$ cat src/rtl/heu_pkg.sv
// heu_pkg: shared types, character constants and entity lookup functions
// for the html entity escaper. No dependencies.
`timescale 1ns / 1ps

package heu_pkg;

    // lookahead window depth and bytes examined per input transaction
    localparam int WIN_DEPTH = 3;
    localparam int SEQ_LEN   = WIN_DEPTH + 1;

    // raw characters the decision logic looks at
    localparam logic [7:0] CH_AMP   = 8'h26;
    localparam logic [7:0] CH_LT    = 8'h3C;
    localparam logic [7:0] CH_GT    = 8'h3E;
    localparam logic [7:0] CH_QUOT  = 8'h22;
    localparam logic [7:0] CH_APOS  = 8'h27;
    localparam logic [7:0] CH_SEMI  = 8'h3B;
    localparam logic [7:0] CH_L     = 8'h6C;
    localparam logic [7:0] CH_G     = 8'h67;
    localparam logic [7:0] CH_T     = 8'h74;
    localparam logic [7:0] CH_TAB   = 8'h09;
    localparam logic [7:0] CH_LF    = 8'h0A;
    localparam logic [7:0] CH_CR    = 8'h0D;
    localparam logic [7:0] CH_SPACE = 8'h20;

    // entity texts, left aligned in six bytes, first character in the top byte
    localparam logic [5:0][7:0] ENT_AMP  = {"&amp;", 8'h00};
    localparam logic [5:0][7:0] ENT_LT   = {"&lt;", 16'h0000};
    localparam logic [5:0][7:0] ENT_GT   = {"&gt;", 16'h0000};
    localparam logic [5:0][7:0] ENT_QUOT = "&quot;";
    localparam logic [5:0][7:0] ENT_APOS = {"&#39;", 8'h00};

    // how one decided byte expands on the output
    typedef enum logic [2:0] {
        K_PLAIN = 3'd0,
        K_AMP   = 3'd1,
        K_LT    = 3'd2,
        K_GT    = 3'd3,
        K_QUOT  = 3'd4,
        K_APOS  = 3'd5
    } t_kind;

    // decided tokens of one input transaction, already compacted
    typedef struct packed {
        logic                     last;
        logic [2:0]               cnt;
        t_kind [SEQ_LEN-1:0]      kind;
        logic [SEQ_LEN-1:0][7:0]  chr;
    } t_step_rec;

    // number of output bytes for one token
    function automatic logic [2:0] ent_len(input t_kind kind);
        logic [2:0] len;
        case (kind)
            K_PLAIN: len = 3'd1;
            K_AMP:   len = 3'd5;
            K_LT:    len = 3'd4;
            K_GT:    len = 3'd4;
            K_QUOT:  len = 3'd6;
            K_APOS:  len = 3'd5;
            default: len = 3'd1;
        endcase
        return len;
    endfunction

    // output byte at position idx of a token's expansion
    function automatic logic [7:0] ent_char(input t_kind kind, input logic [2:0] idx,
                                            input logic [7:0] chr);
        logic [5:0][7:0] txt;
        logic [7:0]      res;
        txt = ENT_AMP;
        case (kind)
            K_AMP:   txt = ENT_AMP;
            K_LT:    txt = ENT_LT;
            K_GT:    txt = ENT_GT;
            K_QUOT:  txt = ENT_QUOT;
            K_APOS:  txt = ENT_APOS;
            default: txt = ENT_AMP;
        endcase
        if (kind == K_PLAIN) begin
            res = chr;
        end else begin
            res = txt[3'(3'd5 - idx)];
        end
        return res;
    endfunction

endpackage

$ cat src/rtl/heu_in_if.sv
// heu_in_if: input byte stream channel, valid/ready handshake.
// Depends on nothing.
`timescale 1ns / 1ps

interface heu_in_if;
    logic       valid;
    logic       ready;
    logic [7:0] data_byte;
    logic       last_byte;

    modport source (output valid, output data_byte, output last_byte, input ready);
    modport sink   (input valid, input data_byte, input last_byte, output ready);
endinterface

$ cat src/rtl/heu_out_if.sv
// heu_out_if: escaped byte stream channel, valid/ready handshake.
// Depends on nothing.
`timescale 1ns / 1ps

interface heu_out_if;
    logic       valid;
    logic       ready;
    logic [7:0] out_byte;
    logic       has_byte;
    logic       end_of_string;

    modport source (output valid, output out_byte, output has_byte, output end_of_string,
                    input ready);
    modport sink   (input valid, input out_byte, input has_byte, input end_of_string,
                    output ready);
endinterface

$ cat src/rtl/heu_cfg_if.sv
// heu_cfg_if: configuration write channel carrying the allow_html register.
// Depends on nothing.
`timescale 1ns / 1ps

interface heu_cfg_if;
    logic valid;
    logic ready;
    logic allow_html;

    modport source (output valid, output allow_html, input ready);
    modport sink   (input valid, input allow_html, output ready);
endinterface

$ cat src/rtl/heu_decide.sv
// heu_decide: lookahead window and per-transaction escape decisions.
// Depends on heu_pkg and heu_in_if.
`timescale 1ns / 1ps

module heu_decide
    import heu_pkg::*;
(
    input  logic        i_clk,
    input  logic        i_rst_n,
    input  logic        i_allow_html,
    input  logic        i_take_ok,
    heu_in_if.sink      i_in,
    output t_step_rec   o_rec,
    output logic        o_load
);

    logic [WIN_DEPTH-1:0][7:0] r_win;
    logic [1:0]                r_fill;
    logic [WIN_DEPTH-1:0][7:0] n_win;
    logic [1:0]                n_fill;

    logic [SEQ_LEN-1:0][7:0] seq;
    logic [2:0]              num;
    logic [2:0]              stop;
    logic                    found;
    logic                    tail_ok;
    logic                    full_look;
    logic                    is_last;
    logic [2:0]              cnt;
    logic                    drop;
    t_kind                   kind;
    t_step_rec               rec;
    logic                    accept;

    assign i_in.ready = i_take_ok;
    assign accept     = i_in.valid && i_take_ok;
    assign is_last    = i_in.last_byte;

    // held window bytes followed by the new byte
    always_comb begin
        seq[0] = (r_fill == 2'd0) ? i_in.data_byte : r_win[0];
        seq[1] = (r_fill == 2'd1) ? i_in.data_byte : r_win[1];
        seq[2] = (r_fill == 2'd2) ? i_in.data_byte : r_win[2];
        seq[3] = i_in.data_byte;
        num    = 3'({1'b0, r_fill}) + 3'd1;
    end

    // a head ampersand sees a full lookahead only when all four bytes are present
    assign full_look = (num == 3'd4);
    assign tail_ok   = (seq[1] == CH_L || seq[1] == CH_G) && seq[2] == CH_T
                       && seq[3] == CH_SEMI;

    // first ampersand that still lacks its lookahead
    always_comb begin
        stop  = num;
        found = 1'b0;
        for (int k = 0; k < SEQ_LEN; k++) begin
            if (!found && 3'(k) < num && seq[k] == CH_AMP && !i_allow_html && !is_last
                && !(k == 0 && full_look)) begin
                stop  = 3'(k);
                found = 1'b1;
            end
        end
    end

    // classify the decided bytes and pack the non-dropped ones
    always_comb begin
        rec      = '0;
        rec.last = is_last;
        cnt      = 3'd0;
        kind     = K_PLAIN;
        drop     = 1'b0;
        for (int k = 0; k < SEQ_LEN; k++) begin
            drop = 1'b0;
            kind = K_PLAIN;
            if (seq[k] == CH_AMP && !i_allow_html) begin
                kind = (k == 0 && full_look && tail_ok) ? K_PLAIN : K_AMP;
            end else if (seq[k] == CH_LT && !i_allow_html) begin
                kind = K_LT;
            end else if (seq[k] == CH_GT && !i_allow_html) begin
                kind = K_GT;
            end else if (seq[k] == CH_QUOT) begin
                kind = K_QUOT;
            end else if (seq[k] == CH_APOS) begin
                kind = K_APOS;
            end else if (seq[k] < CH_SPACE && seq[k] != CH_TAB && seq[k] != CH_LF
                         && seq[k] != CH_CR) begin
                drop = 1'b1;
            end
            if (3'(k) < stop && !drop) begin
                rec.kind[cnt[1:0]] = kind;
                rec.chr[cnt[1:0]]  = seq[k];
                cnt                = cnt + 3'd1;
            end
        end
        rec.cnt = cnt;
    end

    // undecided bytes stay in the window
    always_comb begin
        for (int j = 0; j < WIN_DEPTH; j++) begin
            n_win[j] = seq[2'(stop + 3'(j))];
        end
        n_fill = is_last ? 2'd0 : 2'(num - stop);
    end

    // window registers
    always_ff @(posedge i_clk) begin
        if (!i_rst_n) begin
            r_fill <= 2'd0;
        end else if (accept) begin
            r_fill <= n_fill;
        end
    end

    always_ff @(posedge i_clk) begin
        if (accept) begin
            r_win <= n_win;
        end
    end

    // a record goes out when there is output or the string ends
    assign o_rec  = rec;
    assign o_load = accept && (cnt != 3'd0 || is_last);

endmodule

$ cat src/rtl/heu_serial.sv
// heu_serial: token record register and output byte register; expands
// tokens into entity text one byte per cycle while the output is ready. Depends on heu_pkg and heu_out_if.
`timescale 1ns / 1ps

module heu_serial
    import heu_pkg::*;
(
    input  logic       i_clk,
    input  logic       i_rst_n,
    input  t_step_rec  i_rec,
    input  logic       i_load,
    output logic       o_take_ok,
    heu_out_if.source  o_out
);

    t_step_rec  r_rec;
    logic       r_busy;
    logic [1:0] r_tok_idx;
    logic [2:0] r_chr_idx;
    logic       r_out_valid;
    logic [7:0] r_out_byte;
    logic       r_out_has;
    logic       r_out_end;

    t_kind      cur_kind;
    logic [7:0] cur_chr;
    logic [2:0] cur_len;
    logic       last_tok;
    logic       last_chr;
    logic       bare;
    logic       done;
    logic       emit;

    // current token and position in its expansion
    assign cur_kind = r_rec.kind[r_tok_idx];
    assign cur_chr  = r_rec.chr[r_tok_idx];
    assign cur_len  = ent_len(cur_kind);
    assign last_tok = ({1'b0, r_tok_idx} == 3'(r_rec.cnt - 3'd1));
    assign last_chr = (r_chr_idx == 3'(cur_len - 3'd1));
    assign bare     = r_rec.last && (r_rec.cnt == 3'd0);
    assign done     = bare || (last_tok && last_chr);

    assign emit      = r_busy && (!r_out_valid || o_out.ready);
    assign o_take_ok = !r_busy || (emit && done);

    // record register and expansion counters
    always_ff @(posedge i_clk) begin
        if (!i_rst_n) begin
            r_busy <= 1'b0;
        end else if (i_load) begin
            r_busy <= 1'b1;
        end else if (emit && done) begin
            r_busy <= 1'b0;
        end
    end

    always_ff @(posedge i_clk) begin
        if (i_load) begin
            r_rec     <= i_rec;
            r_tok_idx <= 2'd0;
            r_chr_idx <= 3'd0;
        end else if (emit && !done) begin
            if (last_chr) begin
                r_tok_idx <= r_tok_idx + 2'd1;
                r_chr_idx <= 3'd0;
            end else begin
                r_chr_idx <= r_chr_idx + 3'd1;
            end
        end
    end

    // output register
    always_ff @(posedge i_clk) begin
        if (!i_rst_n) begin
            r_out_valid <= 1'b0;
        end else if (emit) begin
            r_out_valid <= 1'b1;
        end else if (o_out.ready) begin
            r_out_valid <= 1'b0;
        end
    end

    always_ff @(posedge i_clk) begin
        if (emit) begin
            r_out_byte <= bare ? 8'h00 : ent_char(cur_kind, r_chr_idx, cur_chr);
            r_out_has  <= !bare;
            r_out_end  <= r_rec.last && done;
        end
    end

    assign o_out.valid         = r_out_valid;
    assign o_out.out_byte      = r_out_byte;
    assign o_out.has_byte      = r_out_has;
    assign o_out.end_of_string = r_out_end;

endmodule

$ cat src/rtl/html_entity_escaper_unit.sv
// html_entity_escaper_unit: top level of the streaming html entity escaper.
// Depends on heu_pkg, the heu_*_if interfaces, heu_decide and heu_serial.
`timescale 1ns / 1ps

// Escapes a byte stream for html: '<' and '>' become &lt; and &gt;, '&' becomes
// &amp; unless followed by "lt;" or "gt;", quotes become &quot; and &#39;, and
// control bytes other than tab, LF and CR are dropped. Setting allow_html leaves
// angle brackets and ampersands untouched. An ampersand is held until three more
// bytes of the same string arrive or the string ends. Output is one byte per
// cycle while the receiver is ready, through a registered output stage, and
// the input is held until the previous transaction's last byte is emitted.
// A string whose final transaction yields nothing ends with a bare marker
// (has_byte low, end_of_string high). Write allow_html only while the block is
// idle; it resets to 0.

module html_entity_escaper_unit
    import heu_pkg::*;
(
    input  logic      i_clk,
    input  logic      i_rst_n,
    heu_cfg_if.sink   i_cfg,
    heu_in_if.sink    i_in,
    heu_out_if.source o_out
);

    logic      r_allow_html;
    t_step_rec rec;
    logic      load;
    logic      take_ok;

    // configuration register
    assign i_cfg.ready = 1'b1;

    always_ff @(posedge i_clk) begin
        if (!i_rst_n) begin
            r_allow_html <= 1'b0;
        end else if (i_cfg.valid) begin
            r_allow_html <= i_cfg.allow_html;
        end
    end

    // window and decisions
    heu_decide u_decide (
        .i_clk        (i_clk),
        .i_rst_n      (i_rst_n),
        .i_allow_html (r_allow_html),
        .i_take_ok    (take_ok),
        .i_in         (i_in),
        .o_rec        (rec),
        .o_load       (load)
    );

    // entity expansion and output register
    heu_serial u_serial (
        .i_clk     (i_clk),
        .i_rst_n   (i_rst_n),
        .i_rec     (rec),
        .i_load    (load),
        .o_take_ok (take_ok),
        .o_out     (o_out)
    );

endmodule
$ cat src/flat_wrapper.sv
// flat-port wrapper written by rule: the top's interface ports become plain ports
module html_entity_escaper_unit_flat import heu_pkg::*;
  (i_clk, i_rst_n, i_cfg_valid, i_cfg_allow_html, i_cfg_ready, i_in_valid, i_in_data_byte, i_in_last_byte, i_in_ready, o_out_valid, o_out_out_byte, o_out_has_byte, o_out_end_of_string, o_out_ready);
  heu_cfg_if i_cfg_i ();
  heu_in_if i_in_i ();
  heu_out_if o_out_i ();
  input  logic i_clk;
  input  logic i_rst_n;
  input wire logic [$bits(i_cfg_i.valid)-1:0] i_cfg_valid;
  input wire logic [$bits(i_cfg_i.allow_html)-1:0] i_cfg_allow_html;
  output wire logic [$bits(i_cfg_i.ready)-1:0] i_cfg_ready;
  input wire logic [$bits(i_in_i.valid)-1:0] i_in_valid;
  input wire logic [$bits(i_in_i.data_byte)-1:0] i_in_data_byte;
  input wire logic [$bits(i_in_i.last_byte)-1:0] i_in_last_byte;
  output wire logic [$bits(i_in_i.ready)-1:0] i_in_ready;
  output wire logic [$bits(o_out_i.valid)-1:0] o_out_valid;
  output wire logic [$bits(o_out_i.out_byte)-1:0] o_out_out_byte;
  output wire logic [$bits(o_out_i.has_byte)-1:0] o_out_has_byte;
  output wire logic [$bits(o_out_i.end_of_string)-1:0] o_out_end_of_string;
  input wire logic [$bits(o_out_i.ready)-1:0] o_out_ready;
  assign i_cfg_i.valid = i_cfg_valid;
  assign i_cfg_i.allow_html = i_cfg_allow_html;
  assign i_cfg_ready = i_cfg_i.ready;
  assign i_in_i.valid = i_in_valid;
  assign i_in_i.data_byte = i_in_data_byte;
  assign i_in_i.last_byte = i_in_last_byte;
  assign i_in_ready = i_in_i.ready;
  assign o_out_valid = o_out_i.valid;
  assign o_out_out_byte = o_out_i.out_byte;
  assign o_out_has_byte = o_out_i.has_byte;
  assign o_out_end_of_string = o_out_i.end_of_string;
  assign o_out_i.ready = o_out_ready;
  html_entity_escaper_unit u_core (.i_clk(i_clk), .i_rst_n(i_rst_n), .i_cfg(i_cfg_i), .i_in(i_in_i), .o_out(o_out_i));
endmodule
$ cat config.mk
export PLATFORM = sky130hd
export DESIGN_NAME = html_entity_escaper_unit_flat
export DESIGN_NICKNAME = d
export VERILOG_FILES = /design/src/rtl/heu_pkg.sv /design/src/rtl/heu_in_if.sv /design/src/rtl/heu_out_if.sv /design/src/rtl/heu_cfg_if.sv /design/src/rtl/heu_decide.sv /design/src/rtl/heu_serial.sv /design/src/rtl/html_entity_escaper_unit.sv /design/src/flat_wrapper.sv
export SDC_FILE = /design/constraint.sdc
export NUM_CORES = 1
export LEC_CHECK = 0
export ABC_AREA = 1
export BUFFER_PORTS_ARGS = -buffer_cell sky130_fd_sc_hd__buf_2
export CORE_MARGIN = 2
export CORE_UTILIZATION = 45
export CTS_CLUSTER_SIZE = 28
export DETAILED_ROUTE_END_ITERATION = 10
export SLEW_MARGIN = 20
export SYNTH_ARGS = -nofsm -noshare
export SYNTH_HDL_FRONTEND = slang
export SYNTH_SLANG_ARGS = --single-unit
$ cat constraint.sdc
create_clock -name i_clk -period 9.8 [get_ports i_clk]
set_input_delay 0.49 -clock i_clk [delete_from_list [all_inputs] [get_ports i_clk]]
set_output_delay 0.49 -clock i_clk [all_outputs]
set_load 0.02 [all_outputs]
==> out/summary.log <==
INFO  outcome        outcome=finished clean
INFO  critical_path  critPathArrivalTime=6.41ns
INFO  place          portBuffers=26
INFO  floorplan      core_area=14400um^2
INFO  critical_path  worstSetupPathType=reg2reg
INFO  cells_and_area area.growth.synth_to_final=7.64%
INFO  sta            final_period_util=0.671
INFO  synth          synth-adder-area-share=0.0363
INFO  cells_and_area num-nets-final=877
INFO  detailed_routing dr.first_iter.drc_count=504
INFO  synth          synth_simple_gate_area_frac=0.245
INFO  clock_tree     cts_setup_buffers=0
INFO  synth          synth_xor_xnor_area_share=0.00534
INFO  floorplan      rows=44
INFO  synth          yosysWarnings=0
INFO  synth          synth-seq-cells=92
INFO  detailed_routing vias_per_cell=5.78
INFO  cells_and_area final_cell_count_no_fill=1032
INFO  cells_and_area diodes=0
INFO  clock_tree     cts_made_buffers=9
INFO  clock_tree     ctsHoldBuffers=0
INFO  clock_tree     cts_repair_resize_count=0
INFO  grt            via_count_of_the_first_global_routing_pass=5728
INFO  min_path       timing.hold.worst_path_depth=3
INFO  sta            final.setup_skew=0.0111ns
INFO  grt            first_pass_grt_wire_length=31400um
INFO  critical_path  critical_path.max_fanout=53
INFO  place          placed_cells_incl_taps=1016
INFO  min_path       hold_path_end=u_core.r_allow_html
INFO  synth          synth_seq_area_share=0.406
INFO  min_path       min_from=i_cfg_allow_html
INFO  synth          netlist.area_leader.share=0.376
INFO  clock_tree     clkTransAtPathRegs=0.07ns
INFO  grt            globalRouteTotalUtil=0.259
INFO  critical_path  reg2reg_setup_slack=3.23ns
INFO  critical_path  critical_register_to_register_path_startpoint=u_core.u_decide.r_fill[0]
INFO  grt            grt_overflow_total=0
INFO  detailed_routing drt_drc_violations_left=0
INFO  detailed_routing first_pass_iters=5
INFO  clock_tree     cts_max_level=3
INFO  detailed_routing num_vias=5960
INFO  cells_and_area share_of_cells_above_drive_strength_1=0.136
INFO  clock_tree     cts.sink_count=92
INFO  power          power.static_leakage=0.00287uW
INFO  floorplan      floorplan.die_area=15500um^2
INFO  min_path       worst_hold_path_type=in2reg
INFO  sta            timing.setup.tns=0ns
INFO  synth          synth.area.mux_share=0
INFO  grt            maximum_number_of_pins_on_one_net_before_global_route_repair=54
INFO  synth          avgSynthCellArea=7.81um^2
INFO  critical_path  timing.reg2reg.worst_path_depth=26
INFO  floorplan      floorplan.die.width=125um
INFO  detailed_routing route.final.wire_length=20100um
INFO  detailed_routing wl_per_cell=19.4um
INFO  floorplan      initial_utilization=0.456
INFO  place          hpwl=15300um
INFO  sta            fmaxAchievable=152MHz
INFO  synth          synth-compound-area-share=0.220
INFO  synth          synth_top_family_by_area=simple AND/OR/NAND/NOR gates
INFO  cells_and_area num-fill-cells=1390
INFO  run            drv.max_cap_violation_count=0
INFO  critical_path  setup.worst_path.end_class=flop
INFO  cells_and_area multi_input_area=3320um^2
INFO  critical_path  worst_setup_path_start_kind=flop
INFO  clock_tree     cts_tree=built
INFO  power          ir_worst_vdd=0.146mV
INFO  floorplan      dieHeight=125um
INFO  sta            worst_slew_pin_slew=0.856ns
INFO  critical_path  timing.rr.end=u_core.u_serial.r_rec[23]
INFO  place          globalplace.congestion=1.00
INFO  sta            worst_max_slew_margin_expressed_relative_to_the_limit=0.429
INFO  clock_tree     clock_path_buffers=2
INFO  synth          netlist_instances=839
INFO  sta            setup_violations=0
INFO  cells_and_area ff_latch_area=2660um^2
INFO  clock_tree     clock_latency=0.36ns
INFO  synth          netlist_area_before_placement=6560um^2
INFO  power          power.density=338nW/um^2
INFO  critical_path  critPathRequiredTime=9.64ns
INFO  synth          synth.area.top_cells=sky130_fd_sc_hd__edfxtp_1 (38%), sky130_fd_sc_hd__nand2_1 (11%), sky130_fd_sc_hd__o21ai_0 (6.5%), sky130_fd_sc_hd__inv_1 (4.6%), sky130_fd_sc_hd__a21oi_1 (4.1%)
INFO  grt            antenna_found_initial=0
INFO  synth          netlist.top_cell.by_area=sky130_fd_sc_hd__edfxtp_1
INFO  floorplan      num_io_pins=28
INFO  clock_tree     root_cell_of_the_clock_tree=sky130_fd_sc_hd__clkbuf_16
INFO  detailed_routing ant_nets=0
INFO  sta            timing.final.max_slew_violations=0
INFO  sta            timing.final.crit_period=6.57ns
INFO  sta            final_hold_viols=0
INFO  synth          ys_types=52
INFO  sta            grt_setup_unrepaired=false
INFO  synth          syn_nets=873
## state kept, by name, summed over array words and instances (netlist names)
| name | flops |
|---|---|
| u_core.u_serial.r_rec | 48 |
| u_core.u_serial.r_busy | 1 |
| u_core.u_serial.r_tok_idx | 2 |
| u_core.u_decide.r_win | 24 |
| u_core.u_serial.r_chr_idx | 3 |
| u_core.r_allow_html | 1 |
| u_core.u_decide.r_fill | 2 |
| u_core.u_serial.o_out.has_byte | 1 |
| u_core.u_serial.o_out.out_byte | 8 |
| u_core.u_serial.o_out.end_of_string | 1 |
| u_core.u_serial.o_out.valid | 1 |
## cells in the mapped netlist, drive strengths merged
| library cell | number |
|---|---|
| o32ai | 11 |
| inv | 97 |
| nor3 | 11 |
| a31oi | 6 |
| a22oi | 2 |
| a21boi | 3 |
| o211ai | 12 |
| xor2 | 2 |
| o221ai | 9 |
| o21bai | 1 |
| a21oi | 54 |
| nor4 | 5 |
| dfxtp | 10 |
| a32oi | 1 |
| a221oi | 3 |
| nand2 | 207 |
| nor2 | 79 |
| or2 | 2 |
| nand4 | 8 |
| a311oi | 1 |
| xnor2 | 2 |
| conb | 1 |
| edfxtp | 82 |
| nand3b | 2 |
| ha | 19 |
| a32o | 2 |
| nand3 | 33 |
| o41ai | 1 |
| a211oi | 2 |
| buf | 19 |
| o22ai | 20 |
| o21ai | 111 |
| clkbuf | 18 |
| clkinv | 3 |
## metrics by stage
stage | hold WS [ns] | cell area, um^2 | setup slack [ns] | total power, uW | utilization
global placement | 0.504 | 6750 | 3.44 | 2000 | 0.470
floorplan | 0.528 | 6560 | 5.22 | 1660 | -
CTS | 0.360 | 7050 | 3.19 | 2370 | 0.491
finish | 0.368 | 7060 | 3.23 | 2380 | 0.491
detailed placement | 0.513 | 6750 | 3.22 | 2010 | 0.470
global route | 0.392 | 7060 | 2.66 | 2560 | 0.491
## power breakdown
part           switching [uW]  total [uW]  internal (uW)
sequential               61.4         739            677
combinational             926        1280            354
clock                     163         364            201
## logic make-up after synthesis
logic type	after synthesis
DFF	92
and+or+nand+nor	347
adders and majority gates	19
xor gates and xnor gates	4
buffers and inverters	137
AOI/OAI and AO/OA	239
other	1
## how the worst max path moves through the flow
stage                         startpoint  slack [ns]                        end  cells after the start
2_1_floorplan  u_core.u_decide.r_fill[0]        5.22   u_core.u_serial.r_rec[0]                     26
3_3_place_gp   u_core.u_decide.r_fill[0]        3.44  u_core.u_serial.r_rec[22]                     26
3_5_place_dp   u_core.u_decide.r_fill[0]        3.22  u_core.u_serial.r_rec[15]                     26
6_report       u_core.u_decide.r_fill[0]        3.23  u_core.u_serial.r_rec[23]                     26
4_1_cts        u_core.u_decide.r_fill[0]        3.19  u_core.u_serial.r_rec[10]                     26
5_1_grt        u_core.u_decide.r_fill[0]        2.66   u_core.u_serial.r_rec[6]                     27
## cells in the final DEF (no fill, tap or decap), types with 3 or more instances in the layout
master                      synthesis  layout
sky130_fd_sc_hd__nand2_2           15      15
sky130_fd_sc_hd__nand2_8            3       3
sky130_fd_sc_hd__nor2_2            12      12
sky130_fd_sc_hd__nand3_1           26      26
sky130_fd_sc_hd__nand4_1            8       8
sky130_fd_sc_hd__o22ai_1           20      20
sky130_fd_sc_hd__o21ai_0           85      85
sky130_fd_sc_hd__o211ai_1          12      12
sky130_fd_sc_hd__dfxtp_1           10      10
sky130_fd_sc_hd__ha_1              19      19
sky130_fd_sc_hd__inv_1             80      80
sky130_fd_sc_hd__clkinv_1           2       3
sky130_fd_sc_hd__nand2_4            3       3
sky130_fd_sc_hd__inv_2             16      15
sky130_fd_sc_hd__nor4_1             5       5
sky130_fd_sc_hd__a221oi_1           3       3
sky130_fd_sc_hd__a31oi_1            6       6
sky130_fd_sc_hd__edfxtp_1          82      82
sky130_fd_sc_hd__nor3_1            11      11
sky130_fd_sc_hd__o21ai_2            8       8
sky130_fd_sc_hd__nand2_1          186     186
sky130_fd_sc_hd__nor2_1            65      65
sky130_fd_sc_hd__buf_4              4       4
sky130_fd_sc_hd__a21oi_1           54      54
sky130_fd_sc_hd__o221ai_1           9       9
sky130_fd_sc_hd__nand3_2            5       5
sky130_fd_sc_hd__clkbuf_16          0       9
sky130_fd_sc_hd__buf_2             11      26
sky130_fd_sc_hd__o32ai_1           11      11
sky130_fd_sc_hd__o21ai_1           18      18
## final cells by class
| type | count | area share |
|---|---|---|
| clock inverter | 6 | 0.0101 |
| clock buffer | 10 | 0.0325 |
| multi-input combinational | 610 | 0.471 |
| inverter | 100 | 0.0539 |
| sequential | 92 | 0.377 |
| tap | 184 | 0.0326 |
| timing repair buffer | 30 | 0.0227 |
## critical path, stage by stage (launching register included)
cell and delay [ns]:
sky130_fd_sc_hd__dfxtp_1 0.50, sky130_fd_sc_hd__inv_1 0.14, sky130_fd_sc_hd__ha_1 0.45, sky130_fd_sc_hd__o21ai_1 0.52, sky130_fd_sc_hd__nand2_2 0.12, sky130_fd_sc_hd__nor2_4 0.18, sky130_fd_sc_hd__nand3_2 0.15, sky130_fd_sc_hd__nand2_2 0.10
sky130_fd_sc_hd__inv_2 0.06, sky130_fd_sc_hd__nand2_4 0.08, sky130_fd_sc_hd__nand2_4 0.24, sky130_fd_sc_hd__inv_2 0.22, sky130_fd_sc_hd__nand3_1 0.11, sky130_fd_sc_hd__nand2_1 0.55, sky130_fd_sc_hd__inv_2 0.15, sky130_fd_sc_hd__ha_1 0.39
sky130_fd_sc_hd__nand3_4 0.19, sky130_fd_sc_hd__nand2_2 0.12, sky130_fd_sc_hd__inv_1 0.09, sky130_fd_sc_hd__ha_1 0.16, sky130_fd_sc_hd__nand2_2 0.17, sky130_fd_sc_hd__nand2_2 0.27, sky130_fd_sc_hd__nand2_1 0.11, sky130_fd_sc_hd__nor2_1 0.11
sky130_fd_sc_hd__nand2_1 0.07, sky130_fd_sc_hd__nand2_2 0.07, sky130_fd_sc_hd__clkinv_2 0.65
## metal layers
metal	track usage	part of all wire	wire length, um
met5	0	0	0
met4	0.117	0.041	816
met2	0.452	0.50	9980
met3	0.0515	0.057	1140
met1	0.309	0.41	8130
Power figures use the tool's default switching activity.
